--- src/hdl/assert_macros.svh ---
// Assertion helpers, clocked on clk_i and idle while rst_ni is low.
`ifndef ASSERT_MACROS_SVH
`define ASSERT_MACROS_SVH

// Same-cycle implication.
`define ASSERT_IMPL(lbl, ante, cons) \
  lbl: assert property (@(posedge clk_i) disable iff (!rst_ni) (ante) |-> (cons)) \
    else $error("assertion failed (same-cycle implication)");

// Next-cycle implication.
`define ASSERT_NEXT(lbl, ante, cons) \
  lbl: assert property (@(posedge clk_i) disable iff (!rst_ni) (ante) |=> (cons)) \
    else $error("assertion failed (next-cycle implication)");

`endif

--- src/hdl/atrc_pkg.sv ---
package atrc_pkg;

  localparam int unsigned AngleW   = 12;
  localparam int unsigned TimeW    = 32;
  localparam int unsigned TenW     = 16;
  localparam int unsigned SecW     = 23;
  localparam int unsigned PmW      = 16;
  localparam int unsigned AccW     = 28;
  localparam int unsigned ProdW    = 40;
  localparam int unsigned GainW    = 13;
  localparam int unsigned GainSh   = 16;
  localparam int unsigned DqW      = 32;
  localparam int unsigned RemW     = 10;
  localparam int unsigned CntW     = 5;
  localparam int unsigned CfgAddrW = 3;
  localparam int unsigned CfgDataW = 16;
  localparam int unsigned InDataW  = 48;
  localparam int unsigned OutDataW = 144;

  localparam logic [AngleW-1:0] AngleHalf = 12'd2048;
  localparam logic [GainW-1:0]  GainNum   = 13'd6844;
  localparam logic [TimeW-1:0]  MinGapMs  = 32'd10;
  localparam logic [RemW-1:0]   MsPerS    = 10'd1000;
  localparam logic [TenW-1:0]   Sat16     = 16'hFFFF;

  localparam logic [CfgAddrW-1:0] RegZeroAngle = 3'd0;
  localparam logic [CfgAddrW-1:0] RegZeroValid = 3'd1;
  localparam logic [CfgAddrW-1:0] RegPounds    = 3'd2;
  localparam logic [CfgAddrW-1:0] RegLength    = 3'd3;
  localparam logic [CfgAddrW-1:0] RegMult      = 3'd4;
  localparam logic [CfgAddrW-1:0] RegStart     = 3'd5;
  localparam logic [CfgAddrW-1:0] RegStop      = 3'd6;
  localparam logic [CfgAddrW-1:0] RegMinPull   = 3'd7;

  localparam logic [7:0]  RstPounds  = 8'd50;
  localparam logic [7:0]  RstLength  = 8'd60;
  localparam logic [7:0]  RstMult    = 8'd20;
  localparam logic [15:0] RstStart   = 16'd200;
  localparam logic [15:0] RstStop    = 16'd100;
  localparam logic [15:0] RstMinPull = 16'd1000;

  localparam logic [1:0] EvNone    = 2'd0;
  localparam logic [1:0] EvCounted = 2'd1;
  localparam logic [1:0] EvShort   = 2'd2;

  typedef enum logic [2:0] {
    ST_IDLE,
    ST_MULA,
    ST_MULB,
    ST_DIV,
    ST_TEN,
    ST_EVAL,
    ST_SEC,
    ST_UPD
  } st_e;

endpackage

--- src/hdl/angle_tension_rep_counter_unit.sv ---
// Band tension meter and pull counter.
// Input stream: one request per angle sample (tuser = mode: 0 sample, 1 clear
// statistics; tdata = angle and millisecond timestamp). Output stream: one
// result per request with tension, acceptance, pull state, pull event and the
// running statistics. Config channel writes one register per handshake and
// is always ready; write it only while the block is idle.
// A sample runs through a bit-serial multiplier (12 steps over the angle
// magnitude, then 13 steps over the gain constant) and a shared restoring
// divider (24 steps by band length); when a pull is counted the same divider
// spends 32 more steps on the seconds figure. A clear request skips the
// multiplier and the divider. A new request is taken only in the cycle after
// the previous result is loaded.
// The result sits in an output register; if the receiver stalls, the next
// request is still taken and worked on, and waits only for its final load.
// Reset sets registers to their defaults and clears all statistics.
`include "assert_macros.svh"

module angle_tension_rep_counter_unit (
  input  logic                              clk_i,
  input  logic                              rst_ni,
  input  logic                              s_axis_tvalid,
  output logic                              s_axis_tready,
  // [11:0] angle, [43:12] time_ms
  input  logic [atrc_pkg::InDataW-1:0]      s_axis_tdata,
  // [0] mode
  input  logic                              s_axis_tuser,
  output logic                              m_axis_tvalid,
  input  logic                              m_axis_tready,
  // [15:0] tension_ckgf, [16] accepted, [17] pulling, [19:18] pull_event,
  // [35:20] pull_count, [67:36] training_ms, [90:68] last_pull_s,
  // [106:91] peak_ckgf, [138:107] ongoing_pull_ms
  output logic [atrc_pkg::OutDataW-1:0]     m_axis_tdata,
  input  logic                              cfg_valid_i,
  output logic                              cfg_ready_o,
  input  logic [atrc_pkg::CfgAddrW-1:0]     cfg_addr_i,
  input  logic [atrc_pkg::CfgDataW-1:0]     cfg_data_i
);
  import atrc_pkg::*;

  // configuration
  logic [AngleW-1:0] zero_q;
  logic              zvalid_q;
  logic [7:0]        pounds_q, length_q, mult_q;
  logic [15:0]       start_q, stop_q, minpull_q;

  // control and datapath
  st_e                 state_q, state_d;
  logic [CntW-1:0]     cnt_q, cnt_d;
  logic                mode_q, mode_d;
  logic [TimeW-1:0]    time_q, time_d;
  logic [AngleW-1:0]   mag_q, mag_d;
  logic                mag_nz_q, mag_nz_d;
  logic [PmW-1:0]      pm_q, pm_d;
  logic [AccW-1:0]     acc_q, acc_d;
  logic [ProdW-1:0]    prod_q, prod_d;
  logic [DqW-1:0]      dq_q, dq_d;
  logic [RemW-1:0]     rem_q, rem_d;
  logic [TenW-1:0]     ten_q, ten_d;
  logic                m_tvalid_q, m_tvalid_d;
  logic [OutDataW-1:0] out_q, out_d;

  // statistics
  logic [TimeW-1:0] last_acc_q, last_acc_d;
  logic             in_pull_q, in_pull_d;
  logic [TimeW-1:0] pull_start_q, pull_start_d;
  logic [15:0]      pull_cnt_q, pull_cnt_d;
  logic [TimeW-1:0] total_q, total_d;
  logic [SecW-1:0]  last_sec_q, last_sec_d;
  logic [TenW-1:0]  peak_q, peak_d;

  // input decode
  logic [AngleW-1:0] in_angle, in_diff, in_mag;
  logic [TimeW-1:0]  in_time;

  // divider step
  logic [RemW-1:0] dvs;
  logic [RemW:0]   div_sh;
  logic            div_ge;
  logic [RemW-1:0] div_rem;

  // decisions
  logic [TimeW-1:0] gap, dur;
  logic             take, pull_go, pull_end, counted;
  logic [TimeW:0]   sum;
  logic [1:0]       ev;
  logic [TimeW-1:0] ongoing;

  assign in_angle = s_axis_tdata[AngleW-1:0];
  assign in_time  = s_axis_tdata[AngleW+TimeW-1:AngleW];
  assign in_diff  = in_angle - zero_q;
  assign in_mag   = (in_diff > AngleHalf) ? (12'd0 - in_diff) : in_diff;

  assign dvs     = (state_q == ST_SEC) ? MsPerS : {2'b00, length_q};
  assign div_sh  = {rem_q, dq_q[DqW-1]};
  assign div_ge  = div_sh >= {1'b0, dvs};
  assign div_rem = div_ge ? RemW'(div_sh - {1'b0, dvs}) : div_sh[RemW-1:0];

  assign gap      = time_q - last_acc_q;
  assign dur      = time_q - pull_start_q;
  assign take     = !mode_q && (gap >= MinGapMs);
  assign pull_go  = take && !in_pull_q && (ten_q >= start_q);
  assign pull_end = take && in_pull_q && (ten_q <= stop_q);
  assign counted  = pull_end && (dur >= {16'd0, minpull_q});
  assign sum      = {1'b0, total_q} + {1'b0, dur};
  assign ev       = counted ? EvCounted : (pull_end ? EvShort : EvNone);

  assign s_axis_tready = (state_q == ST_IDLE);
  assign m_axis_tvalid = m_tvalid_q;
  assign m_axis_tdata  = out_q;
  assign cfg_ready_o   = 1'b1;

  always_ff @(posedge clk_i or negedge rst_ni) begin
    if (!rst_ni) begin
      zero_q    <= '0;
      zvalid_q  <= 1'b0;
      pounds_q  <= RstPounds;
      length_q  <= RstLength;
      mult_q    <= RstMult;
      start_q   <= RstStart;
      stop_q    <= RstStop;
      minpull_q <= RstMinPull;
    end else if (cfg_valid_i && cfg_ready_o) begin
      case (cfg_addr_i)
        RegZeroAngle: zero_q    <= cfg_data_i[AngleW-1:0];
        RegZeroValid: zvalid_q  <= cfg_data_i[0];
        RegPounds:    pounds_q  <= cfg_data_i[7:0];
        RegLength:    length_q  <= cfg_data_i[7:0];
        RegMult:      mult_q    <= cfg_data_i[7:0];
        RegStart:     start_q   <= cfg_data_i;
        RegStop:      stop_q    <= cfg_data_i;
        RegMinPull:   minpull_q <= cfg_data_i;
        default: ;
      endcase
    end
  end

  always_ff @(posedge clk_i or negedge rst_ni) begin
    if (!rst_ni) begin
      state_q      <= ST_IDLE;
      m_tvalid_q   <= 1'b0;
      last_acc_q   <= '0;
      in_pull_q    <= 1'b0;
      pull_start_q <= '0;
      pull_cnt_q   <= '0;
      total_q      <= '0;
      last_sec_q   <= '0;
      peak_q       <= '0;
    end else begin
      state_q      <= state_d;
      m_tvalid_q   <= m_tvalid_d;
      last_acc_q   <= last_acc_d;
      in_pull_q    <= in_pull_d;
      pull_start_q <= pull_start_d;
      pull_cnt_q   <= pull_cnt_d;
      total_q      <= total_d;
      last_sec_q   <= last_sec_d;
      peak_q       <= peak_d;
    end
  end

  always_ff @(posedge clk_i) begin
    cnt_q    <= cnt_d;
    mode_q   <= mode_d;
    time_q   <= time_d;
    mag_q    <= mag_d;
    mag_nz_q <= mag_nz_d;
    pm_q     <= pm_d;
    acc_q    <= acc_d;
    prod_q   <= prod_d;
    dq_q     <= dq_d;
    rem_q    <= rem_d;
    ten_q    <= ten_d;
    out_q    <= out_d;
  end

  always_comb begin
    state_d      = state_q;
    cnt_d        = cnt_q;
    mode_d       = mode_q;
    time_d       = time_q;
    mag_d        = mag_q;
    mag_nz_d     = mag_nz_q;
    pm_d         = pm_q;
    acc_d        = acc_q;
    prod_d       = prod_q;
    dq_d         = dq_q;
    rem_d        = rem_q;
    ten_d        = ten_q;
    out_d        = out_q;
    m_tvalid_d   = m_tvalid_q && !m_axis_tready;
    last_acc_d   = last_acc_q;
    in_pull_d    = in_pull_q;
    pull_start_d = pull_start_q;
    pull_cnt_d   = pull_cnt_q;
    total_d      = total_q;
    last_sec_d   = last_sec_q;
    peak_d       = peak_q;
    ongoing      = '0;

    case (state_q)
      ST_IDLE: begin
        if (s_axis_tvalid) begin
          mode_d   = s_axis_tuser;
          time_d   = in_time;
          mag_d    = in_mag;
          mag_nz_d = |in_mag;
          pm_d     = {8'd0, pounds_q} * {8'd0, mult_q};
          acc_d    = '0;
          prod_d   = '0;
          ten_d    = '0;
          cnt_d    = CntW'(AngleW - 1);
          state_d  = s_axis_tuser ? ST_UPD : ST_MULA;
        end
      end
      ST_MULA: begin
        acc_d = {acc_q[AccW-2:0], 1'b0} + (mag_q[AngleW-1] ? AccW'(pm_q) : '0);
        mag_d = {mag_q[AngleW-2:0], 1'b0};
        if (cnt_q == '0) begin
          cnt_d   = CntW'(GainW - 1);
          state_d = ST_MULB;
        end else begin
          cnt_d = cnt_q - 1'b1;
        end
      end
      ST_MULB: begin
        prod_d = {prod_q[ProdW-2:0], 1'b0} +
                 (GainNum[cnt_q[3:0]] ? ProdW'(acc_q) : '0);
        if (cnt_q == '0) begin
          dq_d    = {prod_d[ProdW-1:GainSh], 8'd0};
          rem_d   = '0;
          cnt_d   = CntW'(ProdW - GainSh - 1);
          state_d = ST_DIV;
        end else begin
          cnt_d = cnt_q - 1'b1;
        end
      end
      ST_DIV, ST_SEC: begin
        dq_d  = {dq_q[DqW-2:0], div_ge};
        rem_d = div_rem;
        if (cnt_q == '0) begin
          state_d = (state_q == ST_DIV) ? ST_TEN : ST_UPD;
        end else begin
          cnt_d = cnt_q - 1'b1;
        end
      end
      ST_TEN: begin
        if (!zvalid_q) begin
          ten_d = '0;
        end else if (length_q == '0) begin
          ten_d = (mag_nz_q && (pm_q != '0)) ? Sat16 : '0;
        end else if (dq_q[23:16] != '0) begin
          ten_d = Sat16;
        end else begin
          ten_d = dq_q[15:0];
        end
        state_d = ST_EVAL;
      end
      ST_EVAL: begin
        if (counted) begin
          dq_d    = dur;
          rem_d   = '0;
          cnt_d   = CntW'(DqW - 1);
          state_d = ST_SEC;
        end else begin
          state_d = ST_UPD;
        end
      end
      ST_UPD: begin
        if (!m_tvalid_q || m_axis_tready) begin
          if (mode_q) begin
            pull_cnt_d   = '0;
            total_d      = '0;
            last_sec_d   = '0;
            peak_d       = '0;
            in_pull_d    = 1'b0;
            pull_start_d = time_q;
          end else if (take) begin
            last_acc_d = time_q;
            if (ten_q > peak_q) begin
              peak_d = ten_q;
            end
            if (pull_go) begin
              in_pull_d    = 1'b1;
              pull_start_d = time_q;
              last_sec_d   = '0;
            end
            if (pull_end) begin
              in_pull_d = 1'b0;
            end
            if (counted) begin
              if (pull_cnt_q != Sat16) begin
                pull_cnt_d = pull_cnt_q + 1'b1;
              end
              total_d    = sum[TimeW] ? '1 : sum[TimeW-1:0];
              last_sec_d = dq_q[SecW-1:0];
            end
          end
          ongoing    = in_pull_d ? (time_q - pull_start_d) : '0;
          out_d      = {5'd0, ongoing, peak_d, last_sec_d, total_d, pull_cnt_d,
                        (mode_q ? EvNone : ev), in_pull_d, take, ten_q};
          m_tvalid_d = 1'b1;
          state_d    = ST_IDLE;
        end
      end
      default: state_d = ST_IDLE;
    endcase
  end

  `ASSERT_IMPL(a_cnt_only_on_commit, pull_cnt_q != $past(pull_cnt_q), $past(state_q) == ST_UPD)
  `ASSERT_IMPL(a_count_after_seconds, state_q == ST_UPD && counted, $past(state_q) == ST_SEC || $past(state_q) == ST_UPD)
  `ASSERT_IMPL(a_peak_covers_result, m_tvalid_q && out_q[16], out_q[106:91] >= out_q[15:0])

endmodule

--- config.mk ---
export PLATFORM = sky130hd
export DESIGN_NAME = angle_tension_rep_counter_unit
export DESIGN_NICKNAME = d
export VERILOG_FILES = /design/src/hdl/atrc_pkg.sv /design/src/hdl/angle_tension_rep_counter_unit.sv
export VERILOG_INCLUDE_DIRS = /design/src /design/src/hdl
export SDC_FILE = /design/constraint.sdc
export NUM_CORES = 1
export LEC_CHECK = 0
export BUFFER_PORTS_ARGS = -buffer_cell sky130_fd_sc_hd__buf_2
export CAP_MARGIN = 30
export CORE_ASPECT_RATIO = 1.2
export CORE_UTILIZATION = 56
export DETAILED_ROUTE_END_ITERATION = 8
export PLACE_DENSITY = 0.85
export SETUP_SLACK_MARGIN = 0.2
export SYNTH_ARGS = -nofsm -noshare
export SYNTH_HDL_FRONTEND = slang
export SYNTH_SLANG_ARGS = --single-unit
--- constraint.sdc ---
create_clock -name clk_i -period 7.8 [get_ports clk_i]
set_clock_uncertainty 0.2 [all_clocks]
set_input_delay 0.78 -clock clk_i [delete_from_list [all_inputs] [get_ports clk_i]]
set_output_delay 0.78 -clock clk_i [all_outputs]
set_load 0.01 [all_outputs]
==> run summary <==
pin count of the biggest net entering global routing - 154
Layout Utilization - 64.8%
routability congestion estimate - 0.960
antenna violations before repair - 2
CTS HTree Levels - 2
asr flop ratio synth - 42.1%
hold path cells - 1
share of post-route cells with drive strength above 1 - 16.5%
Hold Path End - time_q[29]
Via Count - 31400
die height - 286 microns
I/O pin count - 220
vias in the first global route - 30200
outcome - complete, no violations
sequential element share of the synthesized area - 42.5%
Post-Syn Instances - 3850
post-synth cell types - 111
critical path startpoint category - register
Clk Latency, worst-skew pair - 670 ps
CTS tree - built
count of final setup violators - 0
Slew Viols, Final - 0
crit path time final - 7300 ps
reg2reg end - m_axis_tdata[133]
FF-to-FF Start - time_q[0]
P per Cell Area - 440 mW/mm^2
Worst EP arrival - 7490 ps
leakage - 0.0182 uW
TritonRoute pass-1 iters - 8
DIE AREA - 0.0683 sq mm
vias per inst - 6.19
Starting Density - 57.0%
WHS - 100 ps
EDFF count, synth - 331
I/O Buffers - 209
FP Rows - 103
final worst-path cycle share - 93.6%
GRT Util Overall - 30.1%
Placeable Area - 0.0661 sq mm
worst reg2reg path depth - 34
GR Overflow Total - 0
Num CTS Buffers - 60
Syn. warnings - 0
final worst slack - 498 ps
Required @ worst endpoint - 7990 ps
routed wire length - 104 mm
Most used DFF post-synth - edfxtp_1
Fmax achieved - 0.137 GHz
CP peak stage delay - 380 ps
mapped cell area - 0.0377 sq mm
Max Root-Sink Buffers - 3
crit path max fanout - 8
RSZ-0062 raised after global routing - no
Hold Fails Final Rpt - 0
Root Buffer - clkbuf_16
Pwr Total - 18800 uW
hold_sp - s_axis_tdata[41]
fin nets - 4523
max cap viols - 0
Tightest Hold Check Type - input port to register
Synth Register Bits - 573
critical path class - register to register
Residual DRC - 0
reg2reg setup slack - 500 ps
mean area per synthesized cell - 9.79 sq um
Least-Margin Pin Slew - 1030 ps
clk sink count - 573
post-DP HPWL - 76.5 mm
wire per inst - 20.6 microns
slew margin rel. - 30.8%
area grow syn2layout - 13.8%
initial DRC count - 2832
Worst-path clk slew - 60 ps
highest-delay cell along the critical path - o311a_1
pre-CTS setup slack - -93.8 ps
CP endpoint kind - register
number of routed nets with antenna violations - 0
first-pass GRT wire length - 162 mm
fill cell count - 4977
chip width - 239 microns
peak supply drop - 262 uV
==> repair_timing <==
action                                  CTS  global route
resized for setup                         5            54
endpoints found under the setup margin    9            13
hold buffers                              1             0
pin swaps                                 2            28
buffers inserted                          2            10
endpoints found under the hold margin    75             0
==> worst max path at each step <==
stage | start | to | cells past startpoint
4_1_cts | time_q[0] | m_axis_tdata[137] | 32
3_3_place_gp | time_q[0] | m_axis_tdata[137] | 32
6_report | time_q[0] | m_axis_tdata[133] | 34
3_5_place_dp | time_q[0] | m_axis_tdata[137] | 30
2_1_floorplan | time_q[0] | m_axis_tdata[137] | 32
5_1_grt | time_q[0] | m_axis_tdata[130] | 35
==> placed cells by master (no fill, tap or decap), types with 28 or more instances in the layout <==
cell type	Yosys	routed
inv_1	303	301
nand2b_1	44	43
buf_2	16	209
ha_1	284	275
nor2b_1	43	43
and3_1	29	29
nor3_1	87	81
xnor2_1	95	95
dfrtp_1	220	220
nor2_1	258	254
and2_1	91	91
nand4_1	48	48
nand3_1	70	69
mux2_2	82	81
o31ai_1	29	28
a21o_1	80	80
a22o_1	32	31
mux2i_1	52	52
fa_1	44	42
xor2_1	63	63
o211ai_1	33	33
o21ai_0	291	288
edfxtp_1	331	331
o21a_1	32	32
nand2_1	309	308
or3_1	38	38
a31oi_1	53	51
clkbuf_16	0	62
buf_4	9	145
a21oi_1	241	236
==> cell usage after synthesis (all sizes together) (44+ instances only) <==
cell type	number	area (sq um)
fa	44	881
mux2	82	923
nand4	48	300
nand2	309	1160
a21oi	244	1250
dfrtp	220	5510
mux2i	52	521
clkbuf	128	480
xnor2	95	832
xor2	63	552
edfxtp	331	9940
nand2b	44	275
inv	304	1140
a21o	80	601
nor3	89	455
nand3	70	350
ha	284	3550
nor2	259	975
and2	92	576
o21ai	314	1600
a31oi	55	365
==> area by class of cell <==
| class | instances | area (sq um) | share of cell area, % |
|---|---|---|---|
| Antenna cell | 1 | 2.50 | 0.00584 |
| Clock buffer | 72 | 1590 | 3.71 |
| Timing Repair Buffer | 367 | 2330 | 5.43 |
| Sequential cell | 573 | 16000 | 37.4 |
| Inverter | 305 | 1150 | 2.68 |
| Tap cell | 892 | 1120 | 2.60 |
| Clock inverter | 42 | 450 | 1.05 |
| Multi-Input combinational cell | 2815 | 20200 | 47.2 |
==> sequential cells by signal, summed over array words and instances, names as in the netlist, 5 cells and up, named ones only <==
signal / flops
zero_q: 12
start_q: 16
rem_q: 10
minpull_q: 16
pounds_q: 8
acc_q: 28
mag_q: 12
m_axis_tdata: 139
cnt_q: 5
length_q: 8
last_acc_q: 32
total_q: 32
pull_start_q: 32
last_sec_q: 23
prod_q: 39
pull_cnt_q: 16
dq_q: 32
ten_q: 16
stop_q: 16
time_q: 32
mult_q: 8
pm_q: 16
peak_q: 16
==> worst max-delay path, delay by kind of cell, from the launching register on <==
family	cells	cell delay (ps)
compound gates	14	2780
xor+xnor	1	200
fa+ha+maj	7	1830
buf+inv	4	430
flops	1	360
mux	1	290
simple gates	7	1020
==> logic make-up after synthesis <==
kind of cell	share of synthesized area [%]
xor+xnor	3.67
simple gates	14.6
fa+ha+maj	12.0
buf+inv	4.86
compound gates	18.5
mux	3.83
other cells	0.0199
flops	42.5
==> per-layer routing <==
| layer | vias up | global-route usage [%] | wire length (microns) |
|---|---|---|---|
| li1 | 14500 | - | - |
| met1 | 15100 | 37.1 | 39900 |
| met2 | 1360 | 50.8 | 50700 |
| met3 | 328 | 3.78 | 7250 |
| met4 | 0 | 17.6 | 6630 |
| met5 | - | 0 | 0 |
==> power breakdown <==
part	total, uW	internal (uW)	switching, uW
registers	5340	4590	745
logic	10500	4120	6420
clock network	2970	1690	1280
==> metrics by stage <==
stage | cell area, sq um | setup TNS, ps | instances
2_1_floorplan | 37700 | 0 | 3854
3_3_place_gp | 40300 | 0 | 4931
3_5_place_dp | 40400 | -173 | 4939
4_1_cts | 42500 | 0 | 5056
5_1_grt | 42900 | 0 | 5066
6_report | 42900 | 0 | 5067
No activity file was read; power rests on OpenSTA's default activity.
